## config.mk

```make
export PLATFORM = sky130hd
export DESIGN_NAME = i2c_master_register_access_flat
export DESIGN_NICKNAME = d
export VERILOG_FILES = /design/src/rtl/core/i2cm_pkg.sv /design/src/rtl/core/i2cm_if.sv /design/src/rtl/core/i2cm_step.sv /design/src/rtl/core/i2c_master_register_access.sv /design/src/flat_wrapper.sv
export SDC_FILE = /design/constraint.sdc
export NUM_CORES = 1
export LEC_CHECK = 0
export ABC_AREA = 1
export BUFFER_PORTS_ARGS = -buffer_cell sky130_fd_sc_hd__buf_4
export CAP_MARGIN = 15
export CORE_ASPECT_RATIO = 1.25
export CORE_UTILIZATION = 52
export DETAILED_ROUTE_END_ITERATION = 7
export PLACE_DENSITY = 0.71
export SYNTH_ARGS = -nofsm -noshare
export SYNTH_HDL_FRONTEND = slang
export SYNTH_SLANG_ARGS = --single-unit
```

## constraint.sdc

```tcl
create_clock -name clk -period 5.9 [get_ports clk]
set_input_delay 0.885 -clock clk [delete_from_list [all_inputs] [get_ports clk]]
set_output_delay 0.885 -clock clk [all_outputs]
set_load 0.02 [all_outputs]
```

## src/rtl/core/i2cm_pkg.sv

```systemverilog
// ----------------------------------------------------------------------------
// i2cm_pkg
// Shared types and constants for the I2C master register access block.
// ----------------------------------------------------------------------------
package i2cm_pkg;

  // Request codes
  localparam logic [1:0] REQ_NONE  = 2'd0;
  localparam logic [1:0] REQ_WRITE = 2'd1;
  localparam logic [1:0] REQ_READ  = 2'd2;

  // Phase codes within one bus step
  localparam logic [1:0] PH_A = 2'd0;
  localparam logic [1:0] PH_B = 2'd1;
  localparam logic [1:0] PH_C = 2'd2;
  localparam logic [1:0] PH_D = 2'd3;

  // Bits in one byte on the bus, and the mask of the bit sent first
  localparam logic [3:0] BYTE_BITS = 4'd8;
  localparam logic [7:0] MSB_MASK  = 8'h80;

  // Transfer stage, one-hot
  typedef enum logic [8:0] {
    ST_IDLE   = 9'b000000001,
    ST_START  = 9'b000000010,
    ST_ADDRW  = 9'b000000100,
    ST_REG    = 9'b000001000,
    ST_VALUE  = 9'b000010000,
    ST_RSTART = 9'b000100000,
    ST_ADDRR  = 9'b001000000,
    ST_RECV   = 9'b010000000,
    ST_STOP   = 9'b100000000
  } i2cm_stage_t;

  // Complete controller state
  typedef struct packed {
    i2cm_stage_t stage;
    logic [1:0]  phase;
    logic [3:0]  bit_index;
    logic [7:0]  shift_reg;
    logic [6:0]  held_device;
    logic [7:0]  held_register;
    logic [7:0]  held_value;
    logic [7:0]  remaining_reads;
    logic        is_read;
    logic        nack_flag;
    logic        scl_reg;
    logic        sda_reg;
  } i2cm_state_t;

  // One input item (one bus tick)
  typedef struct packed {
    logic [1:0] req_type;
    logic [6:0] dev_address;
    logic [7:0] reg_address;
    logic [7:0] write_data;
    logic [7:0] read_count;
    logic       sda_sample;
  } i2cm_item_t;

  // One result item
  typedef struct packed {
    logic       scl_level;
    logic       sda_level;
    logic [7:0] read_byte;
    logic       read_valid;
    logic       read_last;
    logic       nack_seen;
    logic       busy_res;
    logic       transaction_done;
  } i2cm_res_t;

endpackage

```

## src/rtl/core/i2cm_if.sv

```systemverilog
// ----------------------------------------------------------------------------
// i2cm_in_if / i2cm_out_if
// Valid/ready channels carrying bus ticks in and results out.
// ----------------------------------------------------------------------------
interface i2cm_in_if;
  logic       valid;
  logic       ready;
  logic [1:0] req_type;
  logic [6:0] dev_address;
  logic [7:0] reg_address;
  logic [7:0] write_data;
  logic [7:0] read_count;
  logic       sda_sample;

  modport source (
    output valid, req_type, dev_address, reg_address, write_data, read_count,
           sda_sample,
    input  ready
  );
  modport sink (
    input  valid, req_type, dev_address, reg_address, write_data, read_count,
           sda_sample,
    output ready
  );
endinterface

interface i2cm_out_if;
  logic       valid;
  logic       ready;
  logic       scl_level;
  logic       sda_level;
  logic [7:0] read_byte;
  logic       read_valid;
  logic       read_last;
  logic       nack_seen;
  logic       busy_res;
  logic       transaction_done;

  modport source (
    output valid, scl_level, sda_level, read_byte, read_valid, read_last,
           nack_seen, busy_res, transaction_done,
    input  ready
  );
  modport sink (
    input  valid, scl_level, sda_level, read_byte, read_valid, read_last,
           nack_seen, busy_res, transaction_done,
    output ready
  );
endinterface

```

## src/rtl/core/i2cm_step.sv

```systemverilog
// ----------------------------------------------------------------------------
// i2cm_step
// Next-state and result logic for one bus phase tick.
// ----------------------------------------------------------------------------
module i2cm_step (
  input  i2cm_pkg::i2cm_state_t state_i,
  input  i2cm_pkg::i2cm_item_t  item_i,
  output i2cm_pkg::i2cm_state_t state_o,
  output i2cm_pkg::i2cm_res_t   res_o
);
  import i2cm_pkg::*;

  i2cm_state_t cur;
  i2cm_state_t nxt;
  i2cm_res_t   res;
  logic [7:0]  rem_dec;

  // Load a new request when idle, then apply one phase of the current stage
  always_comb begin
    cur = state_i;
    if (state_i.stage == ST_IDLE &&
        (item_i.req_type == REQ_WRITE || item_i.req_type == REQ_READ)) begin
      cur.held_device     = item_i.dev_address;
      cur.held_register   = item_i.reg_address;
      cur.held_value      = item_i.write_data;
      cur.is_read         = (item_i.req_type == REQ_READ);
      cur.remaining_reads = (item_i.req_type == REQ_READ) ? item_i.read_count : 8'd0;
      cur.nack_flag       = 1'b0;
      cur.stage           = ST_START;
      cur.phase           = PH_A;
    end

    nxt = cur;
    res = '0;
    rem_dec = (cur.remaining_reads != 8'd0) ? cur.remaining_reads - 8'd1 : 8'd0;

    unique case (cur.stage)
      ST_IDLE: begin
      end

      ST_START, ST_RSTART: begin
        unique case (cur.phase)
          PH_A: begin
            nxt.sda_reg = 1'b1;
            nxt.phase   = PH_B;
          end
          PH_B: begin
            nxt.scl_reg = 1'b1;
            nxt.phase   = PH_C;
          end
          PH_C: begin
            nxt.sda_reg = 1'b0;
            nxt.phase   = PH_D;
          end
          default: begin
            nxt.scl_reg   = 1'b0;
            nxt.stage     = (cur.stage == ST_START) ? ST_ADDRW : ST_ADDRR;
            nxt.shift_reg = {cur.held_device, (cur.stage == ST_RSTART)};
            nxt.bit_index = '0;
            nxt.phase     = PH_A;
          end
        endcase
      end

      ST_ADDRW, ST_REG, ST_VALUE, ST_ADDRR: begin
        if (cur.bit_index < BYTE_BITS) begin
          // Send one bit, MSB first
          unique case (cur.phase)
            PH_A: begin
              nxt.sda_reg = |(cur.shift_reg & MSB_MASK);
              nxt.phase   = PH_B;
            end
            PH_B: begin
              nxt.scl_reg = 1'b1;
              nxt.phase   = PH_C;
            end
            default: begin
              nxt.scl_reg   = 1'b0;
              nxt.shift_reg = {cur.shift_reg[6:0], 1'b0};
              nxt.bit_index = cur.bit_index + 4'd1;
              nxt.phase     = PH_A;
            end
          endcase
        end else begin
          // ACK slot: sample into the sticky flag, then move on regardless
          unique case (cur.phase)
            PH_A: begin
              nxt.sda_reg = 1'b1;
              nxt.phase   = PH_B;
            end
            PH_B: begin
              nxt.scl_reg = 1'b1;
              nxt.phase   = PH_C;
            end
            default: begin
              nxt.nack_flag = cur.nack_flag | item_i.sda_sample;
              nxt.scl_reg   = 1'b0;
              nxt.phase     = PH_A;
              if (cur.stage == ST_ADDRW) begin
                nxt.stage     = ST_REG;
                nxt.shift_reg = cur.held_register;
                nxt.bit_index = '0;
              end else if (cur.stage == ST_REG && cur.is_read) begin
                nxt.stage = ST_RSTART;
              end else if (cur.stage == ST_REG) begin
                nxt.stage     = ST_VALUE;
                nxt.shift_reg = cur.held_value;
                nxt.bit_index = '0;
              end else if (cur.stage == ST_ADDRR && cur.remaining_reads != 8'd0) begin
                nxt.stage     = ST_RECV;
                nxt.shift_reg = '0;
                nxt.bit_index = '0;
              end else begin
                nxt.stage = ST_STOP;
              end
            end
          endcase
        end
      end

      ST_RECV: begin
        if (cur.bit_index < BYTE_BITS) begin
          // Receive one bit into the LSB
          unique case (cur.phase)
            PH_A: begin
              nxt.sda_reg = 1'b1;
              nxt.phase   = PH_B;
            end
            PH_B: begin
              nxt.scl_reg = 1'b1;
              nxt.phase   = PH_C;
            end
            default: begin
              nxt.shift_reg = {cur.shift_reg[6:0], item_i.sda_sample};
              nxt.scl_reg   = 1'b0;
              nxt.bit_index = cur.bit_index + 4'd1;
              nxt.phase     = PH_A;
            end
          endcase
        end else begin
          // Master ACK, or NACK on the last byte, then report the byte
          unique case (cur.phase)
            PH_A: begin
              nxt.sda_reg = (cur.remaining_reads == 8'd1);
              nxt.phase   = PH_B;
            end
            PH_B: begin
              nxt.scl_reg = 1'b1;
              nxt.phase   = PH_C;
            end
            default: begin
              nxt.scl_reg         = 1'b0;
              res.read_valid      = 1'b1;
              res.read_byte       = cur.shift_reg;
              res.read_last       = (cur.remaining_reads == 8'd1);
              nxt.remaining_reads = rem_dec;
              nxt.phase           = PH_A;
              if (rem_dec == 8'd0) begin
                nxt.stage = ST_STOP;
              end else begin
                nxt.bit_index = '0;
                nxt.shift_reg = '0;
              end
            end
          endcase
        end
      end

      ST_STOP: begin
        unique case (cur.phase)
          PH_A: begin
            nxt.sda_reg = 1'b0;
            nxt.phase   = PH_B;
          end
          PH_B: begin
            nxt.scl_reg = 1'b1;
            nxt.phase   = PH_C;
          end
          default: begin
            nxt.sda_reg          = 1'b1;
            res.transaction_done = 1'b1;
            nxt.stage            = ST_IDLE;
            nxt.phase            = PH_A;
            nxt.bit_index        = '0;
          end
        endcase
      end

      // Meaningless stage codes: release the bus and go idle
      default: begin
        nxt.stage     = ST_IDLE;
        nxt.phase     = PH_A;
        nxt.bit_index = '0;
        nxt.scl_reg   = 1'b1;
        nxt.sda_reg   = 1'b1;
      end
    endcase

    res.scl_level = nxt.scl_reg;
    res.sda_level = nxt.sda_reg;
    res.nack_seen = nxt.nack_flag;
    res.busy_res  = (nxt.stage != ST_IDLE);
  end

  assign state_o = nxt;
  assign res_o   = res;

endmodule

```

## src/rtl/core/i2c_master_register_access.sv

```systemverilog
// ----------------------------------------------------------------------------
// i2c_master_register_access
// I2C master for register writes and multi-byte register reads.
// ----------------------------------------------------------------------------
// Each item on in_ch is one bus phase tick: a request (ignored unless the
// controller is idle) plus the sampled SDA level. For every item accepted
// the block returns exactly one item on out_ch with the SCL and SDA levels
// to drive after that phase, any received byte with its last flag, the
// sticky NACK flag, busy and the stop-complete strobe.
// Each item passes the input register, then one pass of the phase logic into
// the result register. Throughput: one item per cycle while out_ch does not
// stall; the controller state advances once per item as it moves from the
// input register into the result register.
// Reset: controller idle, bus released, both registers empty.
// When out_ch stalls the result holds; the input register still takes
// one more item, after which in_ch.ready drops until the result is taken.
// ----------------------------------------------------------------------------
module i2c_master_register_access (
  input  logic            clk,
  input  logic            rst_n,
  i2cm_in_if.sink         in_ch,
  i2cm_out_if.source      out_ch
);
  import i2cm_pkg::*;

  logic        s1_valid_r, s1_valid_nxt;
  i2cm_item_t  s1_item_r, s1_item_nxt;
  logic        out_valid_r, out_valid_nxt;
  i2cm_res_t   out_res_r, out_res_nxt;
  i2cm_state_t state_r, state_nxt;
  i2cm_state_t step_state;
  i2cm_res_t   step_res;
  logic        out_free;
  logic        s1_adv;
  logic        in_take;

  localparam i2cm_state_t STATE_RST = '{
    stage:           ST_IDLE,
    phase:           PH_A,
    bit_index:       4'd0,
    shift_reg:       8'd0,
    held_device:     7'd0,
    held_register:   8'd0,
    held_value:      8'd0,
    remaining_reads: 8'd0,
    is_read:         1'b0,
    nack_flag:       1'b0,
    scl_reg:         1'b1,
    sda_reg:         1'b1
  };

  // Handshake control
  assign out_free    = !out_valid_r || out_ch.ready;
  assign s1_adv      = s1_valid_r && out_free;
  assign in_ch.ready = !s1_valid_r || s1_adv;
  assign in_take     = in_ch.valid && in_ch.ready;

  // Phase logic
  i2cm_step u_step (
    .state_i (state_r),
    .item_i  (s1_item_r),
    .state_o (step_state),
    .res_o   (step_res)
  );

  // Input register
  always_comb begin
    s1_valid_nxt = in_take || (s1_valid_r && !s1_adv);
    s1_item_nxt  = s1_item_r;
    if (in_take) begin
      s1_item_nxt.req_type    = in_ch.req_type;
      s1_item_nxt.dev_address = in_ch.dev_address;
      s1_item_nxt.reg_address = in_ch.reg_address;
      s1_item_nxt.write_data  = in_ch.write_data;
      s1_item_nxt.read_count  = in_ch.read_count;
      s1_item_nxt.sda_sample  = in_ch.sda_sample;
    end
  end

  // Advance controller state and result register together
  always_comb begin
    state_nxt     = s1_adv ? step_state : state_r;
    out_res_nxt   = s1_adv ? step_res : out_res_r;
    out_valid_nxt = s1_adv || (out_valid_r && !out_ch.ready);
  end

  always_ff @(posedge clk) begin
    if (!rst_n) begin
      s1_valid_r  <= 1'b0;
      out_valid_r <= 1'b0;
      state_r     <= STATE_RST;
    end else begin
      s1_valid_r  <= s1_valid_nxt;
      out_valid_r <= out_valid_nxt;
      state_r     <= state_nxt;
    end
  end

  // Payload registers
  always_ff @(posedge clk) begin
    s1_item_r <= s1_item_nxt;
    out_res_r <= out_res_nxt;
  end

  // Drive result channel
  assign out_ch.valid            = out_valid_r;
  assign out_ch.scl_level        = out_res_r.scl_level;
  assign out_ch.sda_level        = out_res_r.sda_level;
  assign out_ch.read_byte        = out_res_r.read_byte;
  assign out_ch.read_valid       = out_res_r.read_valid;
  assign out_ch.read_last        = out_res_r.read_last;
  assign out_ch.nack_seen        = out_res_r.nack_seen;
  assign out_ch.busy_res         = out_res_r.busy_res;
  assign out_ch.transaction_done = out_res_r.transaction_done;

endmodule

```

## src/flat_wrapper.sv

```systemverilog
// flat-port wrapper written by rule: the top's interface ports become plain ports
module i2c_master_register_access_flat import i2cm_pkg::*;
  (clk, rst_n, in_ch_valid, in_ch_req_type, in_ch_dev_address, in_ch_reg_address, in_ch_write_data, in_ch_read_count, in_ch_sda_sample, in_ch_ready, out_ch_valid, out_ch_scl_level, out_ch_sda_level, out_ch_read_byte, out_ch_read_valid, out_ch_read_last, out_ch_nack_seen, out_ch_busy_res, out_ch_transaction_done, out_ch_ready);
  i2cm_in_if in_ch_i ();
  i2cm_out_if out_ch_i ();
  input  logic clk;
  input  logic rst_n;
  input wire logic [$bits(in_ch_i.valid)-1:0] in_ch_valid;
  input wire logic [$bits(in_ch_i.req_type)-1:0] in_ch_req_type;
  input wire logic [$bits(in_ch_i.dev_address)-1:0] in_ch_dev_address;
  input wire logic [$bits(in_ch_i.reg_address)-1:0] in_ch_reg_address;
  input wire logic [$bits(in_ch_i.write_data)-1:0] in_ch_write_data;
  input wire logic [$bits(in_ch_i.read_count)-1:0] in_ch_read_count;
  input wire logic [$bits(in_ch_i.sda_sample)-1:0] in_ch_sda_sample;
  output wire logic [$bits(in_ch_i.ready)-1:0] in_ch_ready;
  output wire logic [$bits(out_ch_i.valid)-1:0] out_ch_valid;
  output wire logic [$bits(out_ch_i.scl_level)-1:0] out_ch_scl_level;
  output wire logic [$bits(out_ch_i.sda_level)-1:0] out_ch_sda_level;
  output wire logic [$bits(out_ch_i.read_byte)-1:0] out_ch_read_byte;
  output wire logic [$bits(out_ch_i.read_valid)-1:0] out_ch_read_valid;
  output wire logic [$bits(out_ch_i.read_last)-1:0] out_ch_read_last;
  output wire logic [$bits(out_ch_i.nack_seen)-1:0] out_ch_nack_seen;
  output wire logic [$bits(out_ch_i.busy_res)-1:0] out_ch_busy_res;
  output wire logic [$bits(out_ch_i.transaction_done)-1:0] out_ch_transaction_done;
  input wire logic [$bits(out_ch_i.ready)-1:0] out_ch_ready;
  assign in_ch_i.valid = in_ch_valid;
  assign in_ch_i.req_type = in_ch_req_type;
  assign in_ch_i.dev_address = in_ch_dev_address;
  assign in_ch_i.reg_address = in_ch_reg_address;
  assign in_ch_i.write_data = in_ch_write_data;
  assign in_ch_i.read_count = in_ch_read_count;
  assign in_ch_i.sda_sample = in_ch_sda_sample;
  assign in_ch_ready = in_ch_i.ready;
  assign out_ch_valid = out_ch_i.valid;
  assign out_ch_scl_level = out_ch_i.scl_level;
  assign out_ch_sda_level = out_ch_i.sda_level;
  assign out_ch_read_byte = out_ch_i.read_byte;
  assign out_ch_read_valid = out_ch_i.read_valid;
  assign out_ch_read_last = out_ch_i.read_last;
  assign out_ch_nack_seen = out_ch_i.nack_seen;
  assign out_ch_busy_res = out_ch_i.busy_res;
  assign out_ch_transaction_done = out_ch_i.transaction_done;
  assign out_ch_i.ready = out_ch_ready;
  i2c_master_register_access u_core (.clk(clk), .rst_n(rst_n), .in_ch(in_ch_i), .out_ch(out_ch_i));
endmodule
```

# Yosys cells after proc, flatten, opt, wreduce, memory -nomap -nowiden
# Index checks and enable logic that the tools add are counted.
# word_totals
regBits,109
latchBits,0
ram_bits,0
mem_bits_ro,0
input_bits,38
output_inout_bits,17
wordCells,138
n_memories,0
# op_classes
add_sub_neg,2
n_mul,0
div_mod_pow,0
magnitude_cmp,1
eq_ne,23
n_shift,0
n_mux,52
bitwise_logic,3
n_reduce_logical,29
# op_table
cell,n
$mux W12,12
$mux W9,11
$pmux W15 S5,1
$mux W8,5
$mux W33,1
$pmux W8 S3,1
$eq A9 B1 Y1 const B,2
$mux W11,1
$mux W1,10
$pmux W2 S5,1
$eq A9 B2 Y1 const B,1
$eq A9 B3 Y1 const B,1
$eq A9 B4 Y1 const B,1
$eq A9 B5 Y1 const B,1
$eq A9 B6 Y1 const B,1
$eq A9 B7 Y1 const B,1
$eq A9 B8 Y1 const B,1
$eq A9 B9 Y1 const B,1
$ne A9 B1 Y1 const B,1
$reduce_and A9 Y1,1
$eq A8 B1 Y1 const B,1
$logic_not A8 Y1,1
$ne A2 B2 Y1 const B,4
$pmux W1 S2,4
25 further kinds,45

# Logic depth before layout (Yosys ltp)
# Gate-level depths: netlist of the first run.
# depth
depth_word,14
mapped_depth,21
mapped_depth_nobuf,18

# Hierarchy
# From an unflattened synthesis of the first run, not the netlist that was laid out.
# unflattened
hier_cells,935
area_unflattened_um2,6846.6
# modules_own_cells
module,instances,cells_each,area_each_um2,seq_area_each_um2
i2c_master_register_access,1,437,4314.1,2672.6
i2cm_step,1,498,2532.4,0.0

# Least setup slack after synthesis of the first run
# No wires, ideal clock.
# synth_path
path_type,reg-to-reg
start,register u_core.s1_item_r[33] (netlist bit)
end,register u_core.state_r[36] (netlist bit)
setup_ns,0.064
arrival_time_ns,2.587
required_ns,5.836
setup_slack_ns,3.249
stages_incl_launch_ff,20
n_path_buf,3
synth_period_minus_slack_ns,2.651
path_cell_list,edfxtp_1 > ha_1 > nor2_4 > nand3_4 > buf_8 > buf_12 > inv_2 > buf_2 > nor2_1 > ha_1 > inv_1 > nand2_1 > nand2_1 > nor2_2 > nand2_2 > nor2_8 > nand3_4 > nand2_1 > clkinv_1 > nor2_1
# synth_via
elab_chain_len,11
word_cells_on_any_way,42
classes_between,1 x add/sub; 17 x eq/ne; 11 x mux; 13 x reduce/logical
# synth_lines
item,line_no,rtl
from (decl),i2c_master_register_access.sv:27,"i2cm_item_t s1_item_r, s1_item_nxt;"
from (signal assigned),i2c_master_register_access.sv:101,s1_item_r <= s1_item_nxt;
branches (longest 11 deep; another with $sub A8 B1 Y8),n/a,
to (signal assigned),i2c_master_register_access.sv:95,state_r <= state_nxt;
to (decl),i2c_master_register_access.sv:30,"i2cm_state_t state_r, state_nxt;"
# Several ways; the timed one is not identified. The select of a mux whose other input is x is not followed.
# A chain may end at the register's enable or synchronous reset.

# Worst setup path after layout of the first run
# layout_path
start,register u_core.s1_item_r[32] (netlist bit)
end,register u_core.state_r[44] (netlist bit)
# layout_via
elab_chain_len,11
word_cells_on_any_way,44
classes_between,1 x add/sub; 20 x eq/ne; 10 x mux; 1 x bitwise; 12 x reduce/logical
# layout_lines
item
branches (longest 11 deep; another with $sub A8 B1 Y8)
# Several ways; the timed one is not identified. The select of a mux whose other input is x is not followed.

==> qor.csv, run 1 <==
metric,value,unit
Tot GR Track Use,0.235,
hold crit path type,flop to flop,
hold path cells,2,
"Distinct cells, synth",47,
count of final max-slew check failures,0,
final setup violation count,0,
prevailing post-synth register cell,dfxtp_1,
cells along the critical path,inv_1 > ha_1 > nor2_4 > nand3_4 > inv_2 > nor2_1 > ha_1 > inv_1 > nand2_1 > nand2_1 > nor2_2 > nand2_2 > nor2_4 > nand3_1 > nand2_1 > inv_1 > nor2_1,
fmax,297,MHz
"CP delay by family, top",simple AND/OR/NAND/NOR gates,
Synth Cell Area,0.00592,sq mm
Post-DP HPWL,9.41,mm
Starting Density,0.534,
max-cap violations,0,
ANT nets after route,0,
hold_buf cts,0,
"Design Area, Final",0.00671,sq mm
internal power,1.37,mW
worst rel slew slack,0.508,
initial antenna violation count,0,
Finished Core Util,0.606,
IO Pins,55,
first-pass GRT wire length,22.4,mm
crit end category,flop,
worst hold path endpoint,u_core.out_ch.valid,
# rows,43,
R2R Path Start,u_core.s1_item_r[32],
largest reg by FF count,u_core.state_r,
WP buf/inv,4,
Synth async-reset ratio,0,
final worst-path cycle share,0.570,
RSZ-0062 raised after global routing,false,
Final WS setup,2.54,ns
CP Launch Type,flop,
Ant. Diodes,0,
Max stage delay on crit path,0.60,ns
setup slack at placement,2.57,ns
CTS buffer count,9,
Crit Reg-Reg Endpoint,u_core.state_r[44],
min cycle time layout,3.36,ns
worst-path maximum fanout,44,
Root Buffer,clkbuf_16,
clock power share,0.376,
DR pass1 iterations,5,
post-CTS setup buffers,0,
Storage cell area,0.00267,sq mm
sequential-to-total area share from yosys stat,0.451,
final net count,845,
max FFs per register,58,
clock skew,0.00974,ns
worst hold start,u_core.s1_valid_r,
die area,0.0118,sq mm
synthesized area per cell,7.78,sq um
vias,5097,
drt first-iter violations,500,
Seq pwr share,0.447,
Area after DPL,0.00636,sq mm
"reg-to-reg slack, setup",2.54,ns
Worst Setup SP,u_core.s1_item_r[32],
peak supply drop,0.216,mV
pwr dens,285,mW/mm^2
Net Sw Frac,0.285,
Switch Pwr,0.546,mW
Core Box Area,0.0111,sq mm
GP Congestion,0.892,
Worst EP arrival,3.62,ns
number of port buffers,54,
DR WL/cell,14.3,microns
# fillers,946,
post-CTS sizing,0,
"Clk Latency, worst-skew pair",0.35,ns
CTS Buffer Depth,2,
CP Class,flop to flop,
# DRC,0,
Slew @ Worst Pin,0.736,ns
largest net degree at the start of global routing,72,
Logic pwr share,0.177,
vias per cell,5.42,
Final Hold Violating Endpoints,0,
net count after synthesis,806,
Worst path depth,17,
R2R cell count,17,
CTS sink cnt,109,
layout cells sized above 1,0.173,
area grow syn2layout,13.3,%
"CTS clk-pin slew, worst paths",0.07,ns
"commonest non-fill, non-tap cell in the layout",nand2_1,
#FFs+latches synth,109,
most frequent cells in the layout,"nand2_1, inv_1, o21ai_0, dfxtp_1, a21oi_1",
CTS tree,built,
Crit-path slowest cell,inv_2,
total grt overflow,0,
Routed WL,13.4,mm
Die H,121,microns
Die Width,97.5,microns
status,"complete, no violations",
vias in the first global route,4739,
Synth Instances,761,
Multi-input gate area,0.00258,sq mm
Post-synth EDFFs,49,
Synth warnings,0,
WP data required,6.15,ns
Lkg Pwr,3.01,nW
Total Neg Setup Slack,0,ns
CTS H-tree lvls,3,
cell families after synthesis:
logic type               after synthesis  synth area share
buffers and inverters                162             0.114
multiplexers                           3           0.00507
AND/OR/NAND/NOR                      321             0.270
XOR/XNOR                               1           0.00148
flip-flops                           109             0.451
adder cells (fa/ha/maj)                7            0.0148
AO/OA/AOI/OAI                        158             0.144
synthesized netlist by cell type, drive strengths merged, types with 2 or more instances:
cell type    n  area [sq um]
a22oi        2          15.0
o211ai      11          82.6
ha           7          87.6
clkinv       4          21.3
o21ai       77           389
buf         14           113
o22ai        2          12.5
nand3b       6          45.0
nor3         8          56.3
mux2i        3          30.0
nand4       24           178
a211oi       2          15.0
clkbuf      16          60.1
nand2      194           791
nor4         2          12.5
nor2        56           320
edfxtp      49          1470
dfxtp       60          1200
inv        128           480
nand3       31           195
a21oi       59           295
stage by stage:
| step | instances | hold WS (ns) | power, mW |
|---|---|---|---|
| 6_report | 940 | 0.488 | 1.91 |
| 5_1_grt | 940 | 0.518 | 1.99 |
| 4_1_cts | 940 | 0.493 | 1.92 |
| 3_5_place_dp | 924 | 0.482 | 1.21 |
| 3_3_place_gp | 924 | 0.460 | 1.20 |
| 2_1_floorplan | 761 | 0.443 | 1.13 |
worst max path at each step:
stage,to
2_1_floorplan,u_core.state_r[36]
3_3_place_gp,u_core.state_r[43]
3_5_place_dp,u_core.state_r[44]
4_1_cts,u_core.state_r[44]
5_1_grt,u_core.state_r[46]
6_report,u_core.state_r[44]
per-layer routing:
| metal | vias to the layer above | global-route usage | wire [microns] |
|---|---|---|---|
| met5 | - | 0 | 0 |
| met4 | 0 | 0.0882 | 304 |
| met3 | 24 | 0.0334 | 585 |
| met2 | 167 | 0.397 | 6550 |
| met1 | 2335 | 0.307 | 5970 |
| li1 | 2571 | - | - |
power by group through the flow:
stage	combinational, mW	sequential (mW)	clock [mW]
finish	0.338	0.856	0.718
detailed placement	0.335	0.873	0
global placement	0.328	0.871	0
global route	0.377	0.860	0.755
floorplan	0.256	0.873	0
CTS	0.337	0.855	0.732
final cells by class:
type / instances / share of cell area
clock buffer: 9 / 0.0336
clock inverter: 7 / 0.0194
inverter: 132 / 0.0748
multi-input combinational: 490 / 0.384
sequential: 109 / 0.398
tap: 135 / 0.0252
timing repair buffer: 58 / 0.0649
worst register-to-register path, delay by kind of cell, from the launching register on:
family / cells / cell delay (ns)
and+or+nand+nor: 11 / 1.57
buffers and inverters: 4 / 0.78
adders and majority gates: 2 / 0.59
DFF: 1 / 0.33
(Power assumes the default switching activity.)
==> run 2: changes to the inputs <==
--- a/config.mk
+++ b/config.mk
@@ -5,13 +5,13 @@
 export SDC_FILE = /design/constraint.sdc
 export NUM_CORES = 1
 export LEC_CHECK = 0
-export ABC_AREA = 1
+export ABC_AREA = 0
 export BUFFER_PORTS_ARGS = -buffer_cell sky130_fd_sc_hd__buf_4
 export CAP_MARGIN = 15
 export CORE_ASPECT_RATIO = 1.25
 export CORE_UTILIZATION = 52
 export DETAILED_ROUTE_END_ITERATION = 7
-export PLACE_DENSITY = 0.71
+export PLACE_DENSITY = 0.72
 export SYNTH_ARGS = -nofsm -noshare
 export SYNTH_HDL_FRONTEND = slang
 export SYNTH_SLANG_ARGS = --single-unit
==> constraint.sdc (replaced) <==
create_clock -name clk -period 3.1 [get_ports clk]
set_input_delay 0.465 -clock clk [delete_from_list [all_inputs] [get_ports clk]]
set_output_delay 0.465 -clock clk [all_outputs]
set_load 0.02 [all_outputs]
==> run 2 against run 1 <==
Against the previous run: the run now ends with setup timing left; hold slack worse by 0.20 ns; die area is 9.6% lower; final cell count is 16% lower; wire length is 2.6% higher; via count is 7.7% lower; maximum frequency is 4.9% lower; area after synthesis is 9.8% lower; clock-buffer cell count stayed put; critical path type unchanged; largest cell class unchanged; largest power group unchanged.
==> qor.csv, run 2 <==
metric,value,unit
max-cap violations,0,
prevailing post-synth register cell,dfxtp_1,
Routed WL,13.8,mm
die area,0.0107,sq mm
Die Width,92.7,microns
Worst EP arrival,3.78,ns
setup slack at placement,-0.499,ns
Ant. Diodes,0,
synthesized area per cell,9.68,sq um
Synth async-reset ratio,0,
first-pass GRT wire length,21.5,mm
Synth top area share,0.275,
final net count,696,
vias,4707,
pwr dens,483,mW/mm^2
"CTS clk-pin slew, worst paths",0.08,ns
CTS sink cnt,109,
layout cells sized above 1,0.299,
worst rel slew slack,0.559,
Starting Density,0.531,
max FFs per register,58,
Lkg Pwr,2.70,nW
"commonest non-fill, non-tap cell in the layout",buf_4,
Post-DP HPWL,8.96,mm
Slew @ Worst Pin,0.655,ns
hold crit path type,input pin to flop,
initial antenna violation count,0,
Final Hold Violating Endpoints,0,
status,"finished, violations left",
largest net degree at the start of global routing,35,
Tot GR Track Use,0.261,
CTS tree,built,
count of final max-slew check failures,0,
GP Congestion,0.911,
CP Capture Point,u_core.state_r[42],
Final WS setup,-0.436,ns
# fillers,792,
largest reg by FF count,u_core.state_r,
CTS buffer count,9,
"Clk Latency, worst-skew pair",0.35,ns
post-synthesis xor/xnor area fraction,0.00656,
# rows,41,
total grt overflow,0,
min cycle time layout,3.54,ns
CP Launch Type,flop,
Root Buffer,clkbuf_16,
CP Class,flop to flop,
"Distinct cells, synth",67,
drt first-iter violations,352,
sequential-to-total area share from yosys stat,0.500,
vias per cell,6.00,
"reg-to-reg slack, setup",-0.44,ns
net count after synthesis,597,
IO Pins,55,
mux cell area share after synthesis,0.0684,
area grow syn2layout,28.3,%
# DRC,0,
CTS Buffer Depth,2,
peak supply drop,0.403,mV
Crit Reg-Reg Endpoint,u_core.state_r[42],
R2R Path Start,u_core.s1_item_r[32],
Adder-Cell Fraction of Synth Area,0.0183,
Die H,115,microns
hold path cells,1,
most frequent cells in the layout,"buf_4, nand2_1, dfxtp_1, edfxtp_1, nor2_1",
Core Box Area,0.0101,sq mm
crit end category,flop,
CTS H-tree lvls,3,
hold_buf cts,0,
worst-path maximum fanout,8,
ANT nets after route,0,
#FFs+latches synth,109,
total chip power,3.31,mW
vias in the first global route,4348,
number of port buffers,54,
Post-synth EDFFs,49,
WP data required,3.35,ns
Synth Area in Compound Gates,0.151,
RSZ-0062 raised after global routing,true,
Worst Setup SP,u_core.s1_item_r[32],
most common cell in the netlist,nand2_1,
synth top area cells,"edfxtp_1, dfxtp_1, mux2i_1",
fmax,283,MHz
clock skew,0.0103,ns
Synth Instances,552,
DR WL/cell,17.5,microns
final worst-path cycle share,1.14,
Synth warnings,0,
largest family of logic cells by synthesized area,simple AND/OR/NAND/NOR gates,
dominant cell type by area after synthesis,edfxtp_1,
failing checks,setup timing,
Synth Cell Area,0.00534,sq mm
final setup violation count,21,
DR pass1 iterations,5,
Simple-Gate Fraction of Synth Area,0.214,
Post-synth top cells,"nand2_1, dfxtp_1, edfxtp_1, nor2_1, a21oi_1",
R2R cell count,13,
-- run 2: changes by cell type after synthesis, moves of 10 or more --
cell,delta
a21oi_1,-25
and2_1,+13
inv_1,-100
inv_2,-17
mux2i_1,+29
nand2_1,-96
nand2_2,-10
nand3_1,-13
nand4_1,-14
nor2_2,-10
o21ai_0,-50
-- run 2: power by group --
part	internal [mW]	switching (mW)
combinational	0.281	0.310
clock	0.564	0.549
sequential	1.57	0.0411
-- run 2: metal layers --
layer / vias to the layer above / global-route usage / wire (microns) / share of wire
li1: 2226 / - / - / -
met1: 2228 / 0.328 / 5730 / 0.42
met2: 205 / 0.440 / 6750 / 0.49
met3: 48 / 0.0430 / 705 / 0.051
met4: 0 / 0.125 / 561 / 0.041
met5: - / 0 / 0 / 0
-- run 2: layout make-up --
cell class | count | area [sq um] | share of cell area
Timing Repair Buffer | 125 | 1010 | 0.147
Clock inverter | 7 | 66.3 | 0.00967
Tap cell | 129 | 161 | 0.0235
Clock buffer | 9 | 225 | 0.0328
Multi-Input combinational cell | 394 | 2670 | 0.389
Sequential cell | 109 | 2670 | 0.390
Inverter | 12 | 50.0 | 0.00730
-- run 2: logic make-up (layout without fill, tap and decap cells) --
| group | Yosys count | in the layout |
|---|---|---|
| compound gates | 122 | 122 |
| fa+ha+maj | 8 | 8 |
| xor+xnor | 4 | 4 |
| simple gates | 224 | 224 |
| flops | 109 | 109 |
| buf+inv | 49 | 153 |
| mux | 36 | 36 |
-- run 2: through the flow --
step / TNS (ns) / instance area [sq um] / hold slack (ns) / std cells / util
final: -7.08 / 6860 / 0.283 / 785 / 0.682
after global placement: -5.51 / 6120 / 0.441 / 743 / 0.609
after CTS: -7.20 / 6750 / 0.277 / 783 / 0.671
after floorplan: -6.40 / 5400 / 0.436 / 552 / -
after detailed placement: -6.82 / 6120 / 0.446 / 743 / 0.609
after global routing: -8.90 / 6860 / 0.271 / 785 / 0.682
-- run 2: worst max-delay path: stages, from the launching register on --
cell,delay [ns]
edfxtp_1,0.38
inv_2,0.08
ha_4,0.20
or4b_4,0.52
or4_4,0.51
a21oi_4,0.21
ha_4,0.24
nand2b_4,0.13
a22o_1,0.17
mux2_4,0.31
o31ai_4,0.25
buf_6,0.16
nor2_4,0.07
o211a_1,0.20
-- run 2: how the worst min path moves through the flow --
stage                               from  slack (ns)              endpoint
finish              in_ch_reg_address[3]        0.28  u_core.s1_item_r[20]
global placement      u_core.state_r[31]        0.44    u_core.state_r[31]
detailed placement    u_core.state_r[33]        0.45    u_core.state_r[33]
floorplan             u_core.state_r[20]        0.44    u_core.state_r[20]
global route        in_ch_reg_address[3]        0.27  u_core.s1_item_r[20]
CTS                 in_ch_reg_address[3]        0.28  u_core.s1_item_r[20]
-- run 2: what timing repair did --
action | CTS | global route
setup buffers | 24 | 3
endpoints found under the setup margin | 20 | 26
resized for setup | 35 | 18
pin swaps | 26 | 7
==> run 3: changes to the inputs <==
--- a/config.mk
+++ b/config.mk
@@ -11,7 +11,8 @@
 export CORE_ASPECT_RATIO = 1.25
 export CORE_UTILIZATION = 52
 export DETAILED_ROUTE_END_ITERATION = 7
-export PLACE_DENSITY = 0.72
+export PLACE_DENSITY = 0.71
 export SYNTH_ARGS = -nofsm -noshare
 export SYNTH_HDL_FRONTEND = slang
+export SYNTH_HIERARCHICAL = 1
 export SYNTH_SLANG_ARGS = --single-unit
==> run 3 against run 2 <==
Against the previous run: the flow still finishes with violations (setup timing); global-route usage is 0.96 points higher; sequential power hardly changed; largest power group unchanged; final cell count is 27% higher; combinational power hardly changed; setup slack worse by 0.023 ns; power is 0.55% lower; clock power hardly changed; largest cell class is now multi-input gates; non-clock buffer count is 24 higher; sequential cell count stayed put; via count is 19% higher; clock skew is 0.0029 ns lower.
==> qor.csv, run 3 <==
metric,value,unit
status,"finished, violations left",
failing checks,setup timing,
Net Sw Frac,0.279,
clock power share,0.338,
largest net degree at the start of global routing,71,
CTS tree,built,
prevailing post-synth register cell,dfxtp_1,
"Clk Latency, worst-skew pair",0.36,ns
area grow syn2layout,25.6,%
worst-path maximum fanout,7,
fmax,281,MHz
worst rel slew slack,0.286,
Final WS setup,-0.460,ns
WP data required,3.39,ns
Area after DPL,0.00734,sq mm
dominant cell type by area after synthesis,edfxtp_1,
Post-DP HPWL,12.1,mm
Logic pwr share,0.180,
pwr dens,417,mW/mm^2
CP Class,flop to flop,
Synth Cell Area,0.00630,sq mm
layout cells sized above 1,0.271,
peak supply drop,0.388,mV
most frequent cells in the layout,"nand2_1, buf_4, mux2i_1, dfxtp_1, edfxtp_1",
largest reg by FF count,u_core/state_r,
CTS sink cnt,109,
"commonest non-fill, non-tap cell in the layout",nand2_1,
Die Width,100,microns
vias in the first global route,5378,
Worst EP arrival,3.85,ns
RSZ-0062 raised after global routing,true,
vias,5609,
max FFs per register,58,
Synth warnings,6,
Final Hold Violating Endpoints,0,
Root Buffer,clkbuf_16,
setup slack at placement,-0.594,ns
net count after synthesis,766,
Seq pwr share,0.482,
Slew @ Worst Pin,1.06,ns
fin cells,995,
Starting Density,0.537,
GP Congestion,0.899,
initial antenna violation count,0,
CTS H-tree lvls,3,
hold_buf cts,0,
Die H,125,microns
"reg-to-reg slack, setup",-0.46,ns
synthesized area per cell,8.79,sq um
Tot GR Track Use,0.271,
CP Launch Type,flop,
DR WL/cell,16.8,microns
Lkg Pwr,3.18,nW
crit end category,flop,
Finished Core Util,0.675,
Synth async-reset ratio,0,
"Design Area, Final",0.00791,sq mm
total grt overflow,0,
"Distinct cells, synth",67,
number of port buffers,54,
drt first-iter violations,330,
CTS buffer count,9,
sequential-to-total area share from yosys stat,0.424,
die area,0.0126,sq mm
"CTS clk-pin slew, worst paths",0.07,ns
final setup violation count,22,
# rows,44,
most common cell in the netlist,nand2_1,
clock skew,0.00742,ns
# DRC,0,
final worst-path cycle share,1.15,
Switch Pwr,0.920,mW
Routed WL,16.7,mm
Core Box Area,0.0117,sq mm
ANT nets after route,0,
DR pass1 iterations,6,
CTS Buffer Depth,2,
Post-synth EDFFs,49,
Post-synth top cells,"nand2_1, mux2i_1, dfxtp_1, edfxtp_1, nor2_1",
synth top area cells,"edfxtp_1, dfxtp_1, nand2_1",
first-pass GRT wire length,26.3,mm
Total Neg Setup Slack,-6.72,ns
Synth top area share,0.234,
min cycle time layout,3.56,ns
Synth Instances,717,
Placed Cells incl. Taps,970,
internal power,2.38,mW
vias per cell,5.64,
count of final max-slew check failures,0,
max-cap violations,0,
final net count,878,
IO Pins,55,
#FFs+latches synth,109,
Ant. Diodes,0,
hold crit path type,input pin to flop,
run 3: cell count changes in the layout (fill, tap and decap cells not counted), moves of 5 or more:
| cell | delta |
|---|---|
| mux2i_1 | +33 |
| buf_4 | +32 |
| a211oi_1 | -5 |
| buf_6 | -10 |
| a221o_1 | +7 |
| o22ai_1 | -6 |
| nor3b_1 | -8 |
| nand2_1 | +130 |
| and2_1 | -12 |
| a21oi_1 | -17 |
| inv_1 | +13 |
| ha_1 | +6 |
| a32o_1 | +5 |
run 3: kinds of logic after synthesis:
group,count (synthesis),share of synthesized area
xor gates and xnor gates,7,0.00973
muxes,67,0.107
buffers and inverters,72,0.0651
DFF,109,0.424
AOI/OAI and AO/OA,122,0.142
and+or+nand+nor,329,0.231
adders and majority gates,11,0.0218
run 3: critical path, cell delays in order, from the launching register on:
cell and delay (ns):
edfxtp_1 0.40, inv_2 0.09, ha_4 0.20, or3b_4 0.40
or3_4 0.36, buf_6 0.14, a21oi_4 0.20, ha_4 0.20
nand2_4 0.05, mux2i_4 0.20, xnor2_1 0.13, and3_1 0.20
a21oi_2 0.09, nor3_4 0.24, buf_12 0.16, a21oi_2 0.05
o2bb2ai_1 0.14, nand2_1 0.08, mux2i_1 0.17
run 3: path summary, 6_finish.rpt:
| path | to | from | cells past startpoint |
|---|---|---|---|
| max reg2reg | u_core/state_r[36] | u_core/s1_item_r[32] | 18 |
| min reg2reg | u_core/state_r[19] | u_core/state_r[19] | 2 |
| min | u_core/s1_item_r[21] | in_ch_reg_address[4] | 1 |
| max | u_core/state_r[36] | u_core/s1_item_r[32] | 18 |
run 3: timing repair:
item                       4_1_cts  5_1_grt
pin swaps                       20       11
setup endpoints to repair       26       28
resized for setup               24       30
buffers inserted                 6        4
run 3: metrics by stage:
step | hold WS (ns) | total power, mW
2_1_floorplan | 0.434 | 2.00
3_3_place_gp | 0.442 | 2.15
3_5_place_dp | 0.450 | 2.16
4_1_cts | 0.265 | 3.29
5_1_grt | 0.260 | 3.43
6_report | 0.274 | 3.30
run 3: layout make-up:
class                      instances  area [sq um]
fill                             977          3810
multi-input combinational        536          3490
sequential                       109          2670
timing repair buffer             149          1170
clock buffer                       9           225
tap                              161           201
inverter                          24          90.1
clock inverter                     7          62.6
run 3: routing by layer:
metal / vias to the layer above / wire (microns) / track usage
li1: 2747 / - / -
met1: 2660 / 7160 / 0.333
met2: 163 / 8390 / 0.471
met3: 39 / 648 / 0.0313
met4: 0 / 512 / 0.124
met5: - / 0 / 0
run 3: power groups by stage:
stage	Clock, mW	Sequential (mW)	Combinational [mW]
3_3_place_gp	0	1.62	0.530
5_1_grt	1.19	1.60	0.644
3_5_place_dp	0	1.62	0.539
4_1_cts	1.13	1.59	0.569
6_report	1.11	1.59	0.594
2_1_floorplan	0	1.62	0.380
